===== src/bgp_pkg.sv =====
`timescale 1ns / 1ps
// ----------------------------------------------------------------------------
// bgp_pkg
// Types, register indexes and arithmetic helpers of the glyph placer.
// ----------------------------------------------------------------------------
package bgp_pkg;

  localparam int CODE_BITS_DEF = 8;
  localparam int QUEUE_DEPTH   = 2;
  localparam int CFG_IDX_W     = 3;
  localparam int CFG_DATA_W    = 32;

  localparam logic [7:0] NEWLINE_CODE = 8'd10;

  localparam logic [CFG_IDX_W-1:0] CFG_TEXTURE    = 3'd0;
  localparam logic [CFG_IDX_W-1:0] CFG_SCALE      = 3'd2;
  localparam logic [CFG_IDX_W-1:0] CFG_LINE_ADV   = 3'd3;
  localparam logic [CFG_IDX_W-1:0] CFG_MISSING_ADV = 3'd4;

  localparam logic [15:0] TEXTURE_RST     = 16'hFFFF;
  localparam logic [15:0] SCALE_RST       = 16'd256;
  localparam logic [7:0]  LINE_ADV_RST    = 8'd48;
  localparam logic [7:0]  MISSING_ADV_RST = 8'd16;

  typedef enum logic [1:0] {
    OP_LOAD  = 2'd0,
    OP_START = 2'd1,
    OP_PLACE = 2'd2,
    OP_CLEAR = 2'd3
  } op_e;

  typedef struct packed {
    logic [7:0]        advance;
    logic signed [7:0] off_y;
    logic signed [7:0] off_x;
    logic [7:0]        h;
    logic [7:0]        w;
    logic [11:0]       sy;
    logic [11:0]       sx;
  } glyph_t;

  localparam int GLYPH_W = $bits(glyph_t);

  typedef struct packed {
    op_e                op;
    logic [7:0]         code;
    logic               fits;
    logic               newline;
    logic               load_ok;
    glyph_t             glyph;
    logic signed [15:0] origin_x;
    logic signed [15:0] origin_y;
  } cmd_t;

  localparam int CMD_W = $bits(cmd_t);

  typedef struct packed {
    logic [15:0] texture;
    logic [15:0] scale;
    logic [7:0]  line_adv;
    logic [7:0]  missing_adv;
  } cfg_t;

  function automatic logic signed [15:0] sat16(input logic signed [17:0] v);
    logic signed [15:0] r;
    if (v > 18'sd32767) begin
      r = 16'sh7FFF;
    end else if (v < -18'sd32768) begin
      r = 16'sh8000;
    end else begin
      r = v[15:0];
    end
    return r;
  endfunction

  function automatic logic [11:0] scale_size(input logic [7:0] size,
                                             input logic [15:0] scale);
    logic [24:0] p;
    logic [11:0] r;
    p = 25'(size) * 25'(scale) + 25'd128;
    if (p[24:8] > 17'd4095) begin
      r = 12'hFFF;
    end else begin
      r = p[19:8];
    end
    return r;
  endfunction

endpackage


===== src/bgp_front.sv =====
`timescale 1ns / 1ps
// ----------------------------------------------------------------------------
// bgp_front
// Accept input items, decode the opcode and qualify loads and codes.
// ----------------------------------------------------------------------------
module bgp_front
  import bgp_pkg::*;
#(
  parameter int CODE_BITS = CODE_BITS_DEF
) (
  input  logic               in_valid_i,
  output logic               in_stall_o,
  input  logic [1:0]         opcode_i,
  input  logic [7:0]         code_i,
  input  logic [11:0]        atlas_x_i,
  input  logic [11:0]        atlas_y_i,
  input  logic [7:0]         glyph_w_i,
  input  logic [7:0]         glyph_h_i,
  input  logic signed [7:0]  offset_x_i,
  input  logic signed [7:0]  offset_y_i,
  input  logic [7:0]         advance_i,
  input  logic signed [15:0] origin_x_i,
  input  logic signed [15:0] origin_y_i,
  input  logic               queue_full_i,
  output logic               push_o,
  output cmd_t               cmd_o
);

  localparam int ExtW = (CODE_BITS > 8) ? CODE_BITS : 8;

  logic [ExtW-1:0] code_ext;
  logic            fits;

  assign code_ext   = ExtW'(code_i);
  assign fits       = ((code_ext >> CODE_BITS) == '0);
  assign in_stall_o = queue_full_i;
  assign push_o     = in_valid_i && !queue_full_i;

  always_comb begin
    cmd_o                = '0;
    cmd_o.op             = op_e'(opcode_i);
    cmd_o.code           = code_i;
    cmd_o.fits           = fits;
    cmd_o.newline        = (code_i == NEWLINE_CODE);
    cmd_o.load_ok        = (code_i != '0) && fits && (glyph_w_i != '0) && (glyph_h_i != '0);
    cmd_o.glyph.advance  = advance_i;
    cmd_o.glyph.off_y    = offset_y_i;
    cmd_o.glyph.off_x    = offset_x_i;
    cmd_o.glyph.h        = glyph_h_i;
    cmd_o.glyph.w        = glyph_w_i;
    cmd_o.glyph.sy       = atlas_y_i;
    cmd_o.glyph.sx       = atlas_x_i;
    cmd_o.origin_x       = origin_x_i;
    cmd_o.origin_y       = origin_y_i;
  end

endmodule


===== config.mk =====
export PLATFORM = sky130hd
export DESIGN_NAME = bgp_front
export DESIGN_NICKNAME = d
export VERILOG_FILES = /design/src/bgp_pkg.sv /design/src/bgp_front.sv
export SDC_FILE = /design/constraint.sdc
export NUM_CORES = 1
export LEC_CHECK = 0
export ABC_AREA = 0
export BUFFER_PORTS_ARGS = -buffer_cell sky130_fd_sc_hd__buf_4
export CAP_MARGIN = 20
export CORE_AREA = 8 8 79 81
export DETAILED_ROUTE_END_ITERATION = 6
export DIE_AREA = 0 0 87 89
export GPL_TIMING_DRIVEN = 0
export PLACE_DENSITY = 0.77
export REMOVE_ABC_BUFFERS = 1
export SKIP_LAST_GASP = 1
export SLEW_MARGIN = 20
export SYNTH_ARGS = -nofsm -noshare
export SYNTH_HDL_FRONTEND = slang
export SYNTH_SLANG_ARGS = --single-unit

===== constraint.sdc =====
create_clock -name vclk -period 1.36
set_clock_uncertainty 0.2 [all_clocks]
set_input_delay 0.204 -clock vclk [all_inputs]
set_output_delay 0.204 -clock vclk [all_outputs]
set_load 0.01 [all_outputs]

==> impl_metrics.csv, run 1 <==
group,metric,value,unit
status,status,"finished with violations",
status,violations,"setup timing",
setup_path,worstPathCellList,"buf_4, nor4_4, nand2_1, o311a_1, buf_4",
timing,fin_crit,1.53,ns
setup_path,crit_family,"simple AND/OR/NAND/NOR gates",
grt,antenna_found_initial,0,
cells_and_area,diodes,0,
synthesis,synth_area_leaders,"buf_4 (92%), nor4_1 (3.5%), nand2_1 (1.7%)",
cells_and_area,fill_cells,591,
placement,hpwl,7.91,mm
synthesis,synthTopCellsByCount,"buf_4 (108), nor4_1 (5), nand2_1 (4), nor2_1 (2)",
detailed_routing,dr.first_iter.drc_count,11,
grt,grt_pass1_vias,574,
detailed_routing,ant_nets,0,
synthesis,synth_cell_type_count,7,
flow_run,maxCapViolations,0,
timing,period_share,1.12,
detailed_routing,vias_per_cell,4.14,
placement,place_congestion,0.858,
power,p_leak,0.279,nW
setup_path,cp_num_buf_inv,2,
cells_and_area,n_sequential_cell,0,
timing,worst_slack,-0.170,ns
setup_path,critPathArrivalTime,1.13,ns
setup_path,cp_max_fo,2,
setup_path,critPathMaxStageDelay,0.30,ns
setup_path,end_kind,"output port",
placement,detailed_place.area,567,um2
synthesis,syn_avg_cell_area,7.25,um2
die,core,4980,um2
timing,hold_viol_final,0,
power,powerDensity,297,nW/um2
synthesis,yosys.cell_count.top_type,"buf_4",
setup_path,slowest_stage,"o311a_1",
detailed_routing,drc,0,
die,pin_count,219,
synthesis,netlist_area,885,um2
grt,grt.total_usage,0.195,
cells_and_area,seqCellArea,0,um2
setup_path,startpoint_type,"input port",
cells_and_area,drive_gt1_frac,0.809,
placement,numPortBuffers,54,
cells_and_area,fin_util,0.117,
cells_and_area,syn_to_final_growth,-34.2,%
setup_path,path_class,"input port to output port",
timing,whs,0.208,ns
synthesis,netlist_instances,122,
synthesis,synth_warnings,0,
cells_and_area,nNetsFinal,178,
detailed_routing,vias,571,
setup_path,worst-path-stages,5,
setup_path,cp_common_cell,"buf_4",
timing,rsz0062_at_grt,"yes",
grt,grt_pass1_wl,9.01,mm
detailed_routing,wl_per_cell,59.9,um
hold_path,hold_path.class,"input port to output port",
synthesis,synth_area_leader_cell,"buf_4",
die,start_util,0.178,
timing,finalSetupTns,-0.170,ns
power,finalPower,173,uW
synthesis,ys_seq_area_frac,0,
die,dieArea,7740,um2
setup_path,crit_end,"cmd_o[96]",
setup_path,startpoint,"code_i[4]",
die,fp.dieW,87,um
grt,grt.overflow.total,0,
grt,grt_max_degree,4,
cells_and_area,nClkBuffers,0,
cells_and_area,final_area,582,um2
synthesis,synth_top_area_frac,0.917,
detailed_routing,dr.pass1.iters,4,
die,rows,26,
clock_tree,postCtsHoldBufs,0,
setup_path,critPathRequiredTime,0.96,ns
timing,drv_slew,0,
detailed_routing,wirelength,8.27,mm
power,irDropWorstVdd,0.0560,mV
timing,max_freq,654,MHz
timing,setup_viol,1,
die,die_h,89,um
metrics by stage:
step | worst slack (ns) | std cells
2_1_floorplan | 0.0915 | 14
3_3_place_gp | -0.159 | 138
3_5_place_dp | -0.184 | 138
4_1_cts | -0.173 | 138
5_1_grt | -0.217 | 138
6_report | -0.170 | 138
layout by cell type (no fill, tap or decap):
master | Yosys | routed
nand2_1 | 4 | 4
nor2_1 | 2 | 2
nor4_4 | 0 | 1
conb_1 | 1 | 1
nor4_1 | 5 | 4
buf_4 | 108 | 54
nor2b_1 | 1 | 1
o311a_1 | 1 | 1
layout make-up:
type / count / area (um2) / share of cell area
repair buffers: 54 / 405 / 0.697
multi-input cells: 14 / 88.8 / 0.153
well taps: 70 / 87.6 / 0.151
logic make-up (layout without fill, tap and decap cells):
group / Yosys count / in the layout / synth area share
buffers and inverters: 108 / 54 / 0.917
and+or+nand+nor: 12 / 12 / 0.0679
other: 1 / 1 / 0.00424
AOI/OAI and AO/OA: 1 / 1 / 0.0113
layer usage:
| layer | vias up | share of wire | track usage |
|---|---|---|---|
| li1 | 162 | - | - |
| met1 | 238 | 0.20 | 0.112 |
| met2 | 163 | 0.53 | 0.368 |
| met3 | 6 | 0.26 | 0.235 |
| met4 | 2 | 0.011 | 0.0203 |
| met5 | - | 0.0041 | 0.0278 |
report_power, final:
group          total (mW)  internal, mW  switching, mW
Clock                   0             0              0
Sequential              0             0              0
Combinational       0.173         0.100         0.0724
worst min-delay path by stage:
stage,depth (start not counted),endpoint,slack (ns),start
after floorplan,0,cmd_o[0],0.21,origin_y_i[0]
after global placement,0,cmd_o[79],0.21,offset_x_i[7]
after detailed placement,0,cmd_o[79],0.21,offset_x_i[7]
after CTS,0,cmd_o[79],0.21,offset_x_i[7]
after global routing,0,cmd_o[72],0.21,offset_x_i[0]
final,0,cmd_o[72],0.21,offset_x_i[0]
what timing repair did:
action / CTS / global route
buffers inserted: 0 / 0
endpoints found under the hold margin: 0 / 0
resized for setup: 1 / 1
pin swaps: 1 / 1
endpoints found under the setup margin: 1 / 2
Power figures use the tool's default switching activity.
==> run 2: changes to the inputs <==
- TNS_END_PERCENT: unset -> 5
==> impl_metrics.csv, run 2 (same netlist as run 1, synthesis figures left out) <==
group,metric,value,unit
placement,detailed_place.area,567,um2
cells_and_area,seqCellArea,0,um2
clock_tree,postCtsHoldBufs,0,
cells_and_area,syn_to_final_growth,-34.2,%
status,status,"finished with violations",
grt,grtUsageMet1,0.112,
placement,numPortBuffers,54,
timing,hold_viol_final,0,
status,violations,"setup timing",
detailed_routing,dr.first_iter.drc_count,11,
detailed_routing,vias,571,
setup_path,cp_common_cell,"buf_4",
setup_path,critPathMaxStageDelay,0.30,ns
setup_path,critPathArrivalTime,1.13,ns
setup_path,end_kind,"output port",
grt,met2_usage,0.368,
grt,grt_most_used_layer,"met2",
power,p_int,100,uW
timing,period_share,1.12,
cells_and_area,mostFrequentLayoutCell,"buf_4",
power,sequentialPowerShare,0,
hold_path,whs_endpoint,"cmd_o[72]",
power,powerDensity,297,nW/um2
power,irDropWorstVdd,0.0560,mV
die,rows,26,
setup_path,slowest_stage,"o311a_1",
cells_and_area,drive_gt1_frac,0.809,
die,dieArea,7740,um2
cells_and_area,mostFrequentLayoutCells,"buf_4 (54), nand2_1 (4), nor4_1 (4), nor2_1 (2)",
detailed_routing,drc,0,
timing,drv_slew,0,
setup_path,path_class,"input port to output port",
timing,fin_crit,1.53,ns
detailed_routing,ant_nets,0,
hold_path,hold_path.class,"input port to output port",
die,start_util,0.178,
placement,place_congestion,0.858,
power,p_leak,0.279,nW
cells_and_area,nNetsFinal,178,
setup_path,worstPathCellList,"buf_4, nor4_4, nand2_1, o311a_1, buf_4",
cells_and_area,n_sequential_cell,0,
setup_path,cp_num_buf_inv,2,
grt,grt_pass1_vias,574,
die,core,4980,um2
cells_and_area,fin_util,0.117,
placement,hpwl,7.91,mm
setup_path,critPathRequiredTime,0.96,ns
power,pwr-share-comb,1.000,
setup_path,cp_max_fo,2,
detailed_routing,vias_per_cell,4.14,
grt,use_met3,0.235,
setup_path,startpoint_type,"input port",
grt,antenna_found_initial,0,
hold_path,hold_path_depth,0,
timing,setup_viol,1,
cells_and_area,fill_cells,591,
grt,grt_pass1_wl,9.01,mm
detailed_routing,wirelength,8.27,mm
grt,grt.overflow.total,0,
timing,max_freq,654,MHz
grt,grt_max_degree,4,
cells_and_area,nClkBuffers,0,
detailed_routing,wl_per_cell,59.9,um
cells_and_area,diodes,0,
detailed_routing,dr.pass1.iters,4,
timing,rsz0062_at_grt,"yes",
grt,grt.total_usage,0.195,
setup_path,crit_family,"simple AND/OR/NAND/NOR gates",
die,die_h,89,um
clock_tree,post-cts-setup-buffers,0,
timing,worst_slack,-0.170,ns
die,pin_count,219,
power,swShare,0.419,
hold_path,hp-start,"offset_x_i[0]",
timing,whs,0.208,ns
placement,pre_cts_slack,-0.184,ns
flow_run,maxCapViolations,0,
cells_and_area,final_area,582,um2
die,fp.dieW,87,um
power,netSwitchingPower,72.4,uW
power,clkPwrFrac,0,
## run 2: worst max-delay path by stage
stage                      endpoint  startpoint  cells after the start
after floorplan           cmd_o[96]   code_i[4]                      3
after global placement    cmd_o[96]   code_i[4]                      5
after detailed placement  cmd_o[96]   code_i[4]                      5
after CTS                 cmd_o[96]   code_i[4]                      5
after global routing      cmd_o[96]   code_i[4]                      5
final                     cmd_o[96]   code_i[4]                      5
## run 2: final cells by class
| cell class | instances | area, um2 | area share |
|---|---|---|---|
| Tap cell | 70 | 87.6 | 0.151 |
| Multi-Input combinational cell | 14 | 88.8 | 0.153 |
| Timing Repair Buffer | 54 | 405 | 0.697 |
## run 2: metrics by stage
step / setup TNS, ns / power (mW) / cells
CTS: -0.173 / 0.173 / 138
detailed placement: -0.184 / 0.171 / 138
floorplan: 0 / 0.00800 / 14
global route: -0.222 / 0.184 / 138
global placement: -0.159 / 0.169 / 138
finish: -0.170 / 0.173 / 138
## run 2: metal layers
layer | vias up | share of wire
met4 | 2 | 0.011
met2 | 163 | 0.53
met3 | 6 | 0.26
met1 | 238 | 0.20
li1 | 162 | -
met5 | - | 0.0041
## run 2: timing repair
item | CTS | global route
setup endpoints to repair | 1 | 2
pin swaps | 1 | 1
resized for setup | 1 | 1
## run 2: power groups by stage
stage,Clock (mW),Combinational (mW),Sequential [mW]
after floorplan,0,0.00800,0
after global placement,0,0.169,0
after detailed placement,0,0.171,0
after CTS,0,0.173,0
after global routing,0,0.184,0
final,0,0.173,0
