`config.mk`:
```
export PLATFORM = sky130hd
export DESIGN_NAME = bgp_queue
export DESIGN_NICKNAME = d
export VERILOG_FILES = /design/src/bgp_queue.sv
export SDC_FILE = /design/constraint.sdc
export NUM_CORES = 1
export LEC_CHECK = 0
export BUFFER_PORTS_ARGS = -buffer_cell sky130_fd_sc_hd__buf_2
export CAP_MARGIN = 30
export CORE_MARGIN = 3
export CORE_UTILIZATION = 31
export DETAILED_ROUTE_END_ITERATION = 8
export HOLD_SLACK_MARGIN = 0.1
export SETUP_SLACK_MARGIN = 0.02
export SKIP_CTS_REPAIR_TIMING = 1
export SYNTH_ARGS = -nofsm -noshare
export SYNTH_HDL_FRONTEND = slang
export SYNTH_SLANG_ARGS = --single-unit
```
`constraint.sdc`:
```
create_clock -name clk_i -period 1.2 [get_ports clk_i]
set_input_delay 0.18 -clock clk_i [delete_from_list [all_inputs] [get_ports clk_i]]
set_output_delay 0.18 -clock clk_i [all_outputs]
set_load 0.02 [all_outputs]
```
`src/bgp_queue.sv`:
```
`timescale 1ns / 1ps
// ----------------------------------------------------------------------------
// bgp_queue
// Short command queue between the decode front and the execution back.
// ----------------------------------------------------------------------------
module bgp_queue #(
  parameter int Width = 8,
  parameter int Depth = 2
) (
  input  logic             clk_i,
  input  logic             rst_ni,
  input  logic             push_i,
  input  logic [Width-1:0] wdata_i,
  output logic             full_o,
  input  logic             pop_i,
  output logic [Width-1:0] rdata_o,
  output logic             empty_o
);

  localparam int PtrW = (Depth > 1) ? $clog2(Depth) : 1;
  localparam int CntW = $clog2(Depth + 1);

  logic [Width-1:0] slot_q [Depth];
  logic [PtrW-1:0]  wr_ptr_q, wr_ptr_d;
  logic [PtrW-1:0]  rd_ptr_q, rd_ptr_d;
  logic [CntW-1:0]  count_q, count_d;

  assign full_o  = (count_q == CntW'(Depth));
  assign empty_o = (count_q == '0);
  assign rdata_o = slot_q[rd_ptr_q];

  always_comb begin
    wr_ptr_d = wr_ptr_q;
    rd_ptr_d = rd_ptr_q;
    count_d  = count_q;
    if (push_i) begin
      wr_ptr_d = (wr_ptr_q == PtrW'(Depth - 1)) ? '0 : wr_ptr_q + 1'b1;
    end
    if (pop_i) begin
      rd_ptr_d = (rd_ptr_q == PtrW'(Depth - 1)) ? '0 : rd_ptr_q + 1'b1;
    end
    if (push_i && !pop_i) begin
      count_d = count_q + 1'b1;
    end else if (pop_i && !push_i) begin
      count_d = count_q - 1'b1;
    end
  end

  always_ff @(posedge clk_i or negedge rst_ni) begin
    if (!rst_ni) begin
      wr_ptr_q <= '0;
      rd_ptr_q <= '0;
      count_q  <= '0;
    end else begin
      wr_ptr_q <= wr_ptr_d;
      rd_ptr_q <= rd_ptr_d;
      count_q  <= count_d;
    end
  end

  always_ff @(posedge clk_i) begin
    if (push_i) begin
      slot_q[wr_ptr_q] <= wdata_i;
    end
  end

endmodule

```
==> metrics list, run 1 <==
- Clock latency on the worst-skew pair, taken at its later pin, is 0.29 ns.
- Yosys warning count: 0
* CP Depth: 3
* Die height: 55.86 um
- FMAX: 0.6737 GHz
- The number of nets handed over by synthesis was 54.
- The via count of the first global-routing pass came to 407.
* Cell leakage power: 0.0004882 uW
- The routed design has 1.267 mm of wire.
* Final hold viol count: 0
- Register clock-pin slew on the reported worst setup and hold paths: 0.11 ns
- Register area share after synthesis: 75.32%
- Iteration-0 DRC Markers: 0
- Antenna fix cells: 0
- Max VDD drop: 1.210 mV
* Classification of the worst-slack hold path: in -> reg
- The initial antenna violation count came to 0.
- Of the available clock period, the critical path in the final layout requires 123.7%.
* Number of levels the H-tree was split into: 1
- Run status: finished, violations left
- Routability-driven placement finished with a final weighted congestion of 0.6051.
- Core occupancy in the finished layout: 50.85%
- For this run, design rule violations remaining after detail routing come to 0.
* Number of cells on the worst hold path: 2
* Crit path cell chain: buf_6, mux2_4, buf_6
- In this run, distinct cell masters in the synthesized netlist total 12.
* Mean cell area of the mapped netlist: 18.80 um2
- In this run, CTS created clock tree buffers numbering 3.
- Die width: 55.86 um
* First-pass GRT wire length: 1.835 mm
- Via count of the routed design: 463
- Data arrival time of the worst path: 1.30 ns
- Once detail routing completed, the nets flagged for antenna violations numbered 0.
* Pwr Density: 2174 mW/mm2
* Count of endpoints failing setup in the final report: 9
- Counting every instance in the synthesized netlist gives 41.
* Most used cells in the layout excluding fill and tap cells: sky130_fd_sc_hd__edfxtp_1 (16), sky130_fd_sc_hd__buf_2 (11), sky130_fd_sc_hd__buf_6 (11), sky130_fd_sc_hd__dlygate4sd3_1 (10)
- The tree is rooted in a sky130_fd_sc_hd__clkbuf_4.
* Tot Pwr: 2516 uW
- Post-synthesis sequential element count: 20
- Worst-case clock skew: 0.009215 ns
- Worst Setup Start Kind: flop
- Clock sink count: 20
- The count of buffers added on input and output ports is 21.
- The smallest clock period supported by the final layout is computed as 1.484 ns.
* Number of slew-limit violations in the final report: 0
* Max-cap violation count: 0
- The worst pin sits at a relative slew slack of 73.98%.
* WS Path Type: reg -> out
- Mapped Area: 770.7 um2
- GRT Resource Usage Total: 7.722%
- Clock tree from TritonCTS: done
- The core region is 0.002276 mm2.
* Transition time at the pin with the least slew margin: 0.3903 ns
- For this run, the detailed router's first-pass iteration total came to 1.
* Clk buf depth: 2
* Number of inserted filler cells in the final layout: 192
* Per-cell routed wire length: 11.62 um
- Layout cell share with drive strength beyond 1: 49.38%
* RSZ-0062 raised after global routing: true
- Delay of the slowest critical-path stage: 0.44 ns
* Initial Util: 33.86%
- Adding up every negative setup slack in the final design gives -2.211 ns.
- Counting stages on the worst path, the most repeated cell is sky130_fd_sc_hd__buf_6.
- Buffers & Inverters on Critical Path: 2
* Post-placement setup slack: -0.07562 ns
* Critical path endpoint category: output pin
- Counting cells, the worst reg-to-reg path comes to 1.
- For this design, the slowest cell found on the critical path is sky130_fd_sc_hd__dfrtp_2.
- Setup slack of the critical path after layout: -0.2843 ns
- Entering global routing, the biggest net connects 12 pins.
- Number of placed I/O pins: 22
* Most common cell after layout, fill and taps aside: sky130_fd_sc_hd__edfxtp_1
- Number of rows in the core area: 17
- Detail Placement HPWL: 818.8 um
* Net count reported at finish: 95
- STA puts the critical path data required time at 1.02 ns.
- Using the TritonRoute via totals, the vias-per-cell ratio works out to 4.248.
- The final reports fail on setup timing.
- Along the worst path, the maximum fanout reaches 5.
- The cell family contributing the most delay on the critical path is flip-flops.
* Grt total ovfl: 0
* Synthesis-to-finish area growth: 50.16%
* Die area: 0.003120 mm2
-- path summary, 6_finish.rpt --
kind                                from            to  slack [ns]
worst max-delay path            rd_ptr_q    rdata_o[3]       -0.28
worst max register to register  wr_ptr_q  slot_q[1][0]        0.09
worst min-delay path              push_i      wr_ptr_q        0.10
max in group asynchronous         rst_ni      rd_ptr_q        0.86
worst min register to register  wr_ptr_q      wr_ptr_q        0.51
min in group asynchronous         rst_ni    count_q[0]        0.20
-- where the power goes --
group	internal, uW	switching, uW
Clock	121	186
Sequential	946	83.6
Combinational	668	511
Total	1740	781
-- Yosys cell counts, drive strengths merged --
cell / number / area, um2
edfxtp: 16 / 480.5
mux2: 8 / 90.09
dfrtp: 4 / 100.1
xor2: 4 / 35.03
nor2: 2 / 7.510
and2: 1 / 6.260
and2b: 1 / 8.760
buf: 1 / 11.26
ha: 1 / 12.51
inv: 1 / 3.750
nor2b: 1 / 6.260
xnor2: 1 / 8.760
-- per-layer routing --
metal / vias to the layer above / GRT usage [%] / routed length (um)
li1: 227 / - / -
met4: 0 / 2.034 / 0
met3: 0 / 5.104 / 89
met5: - / 0 / 0
met1: 218 / 9.524 / 580
met2: 18 / 11.15 / 598
-- registers in the layout, summed over array words and instances, names as in the netlist --
name	count
wr_ptr_q	1
slot_q	16
count_q	2
rd_ptr_q	1
-- kinds of logic (layout without fill, tap and decap cells) --
kind of cell / after synthesis / in the layout / share of synthesized area, %
DFF: 20 / 20 / 75.33
muxes: 8 / 8 / 11.69
xor gates and xnor gates: 5 / 5 / 5.682
and+or+nand+nor: 5 / 5 / 3.735
buffers and inverters: 2 / 42 / 1.947
adders and majority gates: 1 / 1 / 1.623
-- through the flow --
stage	cells	instance area [um2]	hold slack, ns
2_1_floorplan	41	770.7	-0.1156
3_3_place_gp	91	914.6	-0.007001
3_5_place_dp	91	914.6	-0.004090
4_1_cts	95	940.9	-0.3359
5_1_grt	109	1157	0.1099
6_report	109	1157	0.1046
-- layout make-up --
class                           count  area, um2  area share (%)
Sequential cell                    20      581.8           50.27
Timing Repair Buffer               37      316.6           27.35
Multi-Input combinational cell     19      193.9           16.76
Tap cell                           28      35.03           3.027
Clock buffer                        3      22.52           1.946
Clock inverter                      1      3.754          0.3243
Inverter                            1      3.754          0.3243
Note: power is estimated with default switching activity, not from simulation.
==> run 2, diff against run 1 <==
- CORE_UTILIZATION: 31 -> 43
- PLACE_DENSITY: default -> 0.71
==> run 2 against run 1 <==
  * The run still ends with setup timing left
  * Critical path type unchanged
  * Maximum frequency fell by 0.53%
  * Register-to-register slack improved by 0.05 ns
  * Via count grew 2.4%
  * Combinational power barely moved
  * Worst hold slack better by 0.090 ns
  * Global-route usage rose by 3.1 points
  * Non-clock buffer count rose by 3
  * Count of clock-buffer cells in the layout stayed put
  * First-iteration DRC count up 5
  * Sequential cell count stayed put
  * Worst setup slack lost 0.0079 ns
==> metrics list, run 2 (same netlist as run 1, synthesis figures left out) <==
* Grt total ovfl: 0 (unchanged)
* Flip-flop count of the largest register after layout: 16 (unchanged)
- The routability congestion estimate was 0.6599 (was 0.6051).
- The final hold violation count was 0 (unchanged).
- The register with the most flip-flops was slot_q (unchanged).
- The H-tree depth is 1 (unchanged).
- First-pass GRT wire length: 1.925 mm (was 1.835 mm)
- Die area: 0.002336 mm2 (was 0.003120 mm2)
* Run status: finished, violations left (unchanged)
- The total number of placement rows is 14 (was 17).
* Average via count per standard cell: 4.389 (was 4.248)
- The quantity of I/O buffers inserted on ports came to 21 (unchanged).
- The starting density of the core is 48.35% (was 33.86%).
* Post-placement setup slack: -0.05350 ns (was -0.07562 ns)
- The synthesis-to-finish area growth was 53.41% (was 50.16%).
- Aggregate routed wire length: 1.365 mm (was 1.267 mm)
* Worst Setup Start Kind: flop (unchanged)
- FMAX: 0.6701 GHz (was 0.6737 GHz)
* Clock insertion delay at the later pin of the skew report: 0.30 ns (was 0.29 ns)
* RSZ-0062 raised after global routing: true (unchanged)
- Req. time, crit path: 1.02 ns (about the same)
- The clock sink total is 20 (unchanged).
* Worst hold-check slack: 0.1943 ns (was 0.1046 ns)
- Pwr Density: 2316 mW/mm2 (was 2174 mW/mm2)
* Count of TritonRoute iterations in the first routing pass: 4 (was 1)
* Worst-case clock skew: 0.008799 ns (was 0.009215 ns)
- Antenna fix cells: 0 (unchanged)
- Pin count of the biggest net entering global routing: 13 (was 12)
- Drt drc: 0 (unchanged)
- Final period utilization: 124.4% (was 123.7%)
- Most common cell after layout, fill and taps aside: sky130_fd_sc_hd__edfxtp_1 (unchanged)
- Clock tree from TritonCTS: done (unchanged)
- The number of violations reported at the end of detailed-routing iteration 0 was 5 (was 0).
- Count of endpoints failing setup in the final report: 9 (unchanged)
* Per-cell routed wire length: 12.64 um (was 11.62 um)
- The time the final worst path needs with I/O delays and setup is 1.492 ns (was 1.484 ns).
- Relative slew slack: 91.17% (was 73.98%)
- The global-route usage over all layers came to 10.78% (was 7.722%).
- Total placed instance area: 917.1 um2 (was 914.6 um2)
- The worst path setup slack after routing came to -0.2922 ns (was -0.2843 ns).
- Largest driver fanout on the critical path: 4 (was 5)
- The data arrival time of the critical path came to 1.31 ns (was 1.30 ns).
- The remaining antenna violation count is 0 (unchanged).
- The overall power was 2738 uW (was 2516 uW).
- Transition time at the pin with the least slew margin: 0.1321 ns (was 0.3903 ns)
- The overall die height came to 48.34 um (was 55.86 um).
- Antenna violations before repair: 0 (unchanged)
- Critical path endpoint category: output pin (unchanged)
- The top-level port count was 22 (unchanged).
- The fraction of final layout cells sized beyond drive strength 1 is 51.19% (was 49.38%).
- Failing checks: setup timing (unchanged)
- Max VDD drop: 1.228 mV (was 1.210 mV)
- The via count of the first global-routing pass was 421 (was 407).
- Area of the core region: 0.001594 mm2 (was 0.002276 mm2)
- TritonCTS Buffers: 3 (unchanged)
* Most used cells in the layout excluding fill and tap cells: sky130_fd_sc_hd__edfxtp_1 (16), sky130_fd_sc_hd__buf_2 (12), sky130_fd_sc_hd__dlygate4sd3_1 (11), sky130_fd_sc_hd__buf_6 (10) (was sky130_fd_sc_hd__edfxtp_1 (16), sky130_fd_sc_hd__buf_2 (11), sky130_fd_sc_hd__buf_6 (11), sky130_fd_sc_hd__dlygate4sd3_1 (10))
- The CTS clock-pin slew for the worst setup and hold paths is 0.12 ns (was 0.11 ns).
- Net count reported at finish: 98 (was 95)
- The max-capacitance violation count is 0 (unchanged).
- The path type of the worst min-delay path is in -> async (was in -> reg).
* Clock root buffer master: sky130_fd_sc_hd__clkbuf_4 (unchanged)
* Largest registers ranked by flip-flop count: slot_q: 16 flops, count_q: 2 flops (unchanged)
* Cell leakage power: 0.0004956 uW (was 0.0004882 uW)
- Via count of the routed design: 474 (was 463)
* WS Path Type: reg -> out (unchanged)
* Clk buf depth: 2 (unchanged)
- Number of slew-limit violations in the final report: 0 (unchanged)
* Layout Cell Area excl Fill: 0.001182 mm2 (was 0.001157 mm2)
- Detail Placement HPWL: 736.2 um (was 818.8 um)
- The x dimension of the die was 48.34 um (was 55.86 um).
## run 2: path summary, 6_finish.rpt
kind | from | endpoint | cells past startpoint | slack (ns)
max in group asynchronous | rst_ni | rd_ptr_q | 2 | 0.87
min in group clk_i | push_i | count_q[0] | 3 | 0.23
worst max register to register | rd_ptr_q | rd_ptr_q | 4 | 0.14
worst min-delay path | rst_ni | count_q[0] | 2 | 0.19
worst max-delay path | rd_ptr_q | rdata_o[1] | 3 | -0.29
worst min register to register | wr_ptr_q | wr_ptr_q | 1 | 0.49
## run 2: critical path, cell delays in order, from the launching register on
cell,delay (ns)
sky130_fd_sc_hd__dfrtp_2,0.45
sky130_fd_sc_hd__buf_6,0.14
sky130_fd_sc_hd__mux2_4,0.29
sky130_fd_sc_hd__buf_6,0.13
## run 2: metrics by stage
stage / util, % / cells / setup TNS [ns]
2_1_floorplan: - / 41 / 0
3_3_place_gp: 57.54 / 88 / -0.2858
3_5_place_dp: 57.54 / 88 / -0.3732
4_1_cts: 60.83 / 92 / -3.331
5_1_grt: 74.18 / 108 / -2.792
6_report: 74.18 / 108 / -2.247
## run 2: metal layers
layer | up-vias | wire length, um | GRT usage (%)
met1 | 228 | 577 | 13.73
met4 | 0 | 15 | 5.687
met2 | 12 | 725 | 16.28
met5 | - | 0 | 0
li1 | 232 | - | -
met3 | 2 | 46 | 3.681
## run 2: layout make-up
cell class	instances	area, um2
Clock buffer	3	22.52
Clock inverter	1	30.03
Fill cell	109	411.6
Inverter	1	3.754
Multi-Input combinational cell	19	178.9
Sequential cell	20	581.8
Tap cell	24	30.03
Timing Repair Buffer	40	335.3
## run 2: where the power goes
group          switching, uW  internal, uW  total [uW]
Clock                    206           338         544
Combinational            514           652        1170
Sequential              82.6           946        1030
Total                    803          1940        2740
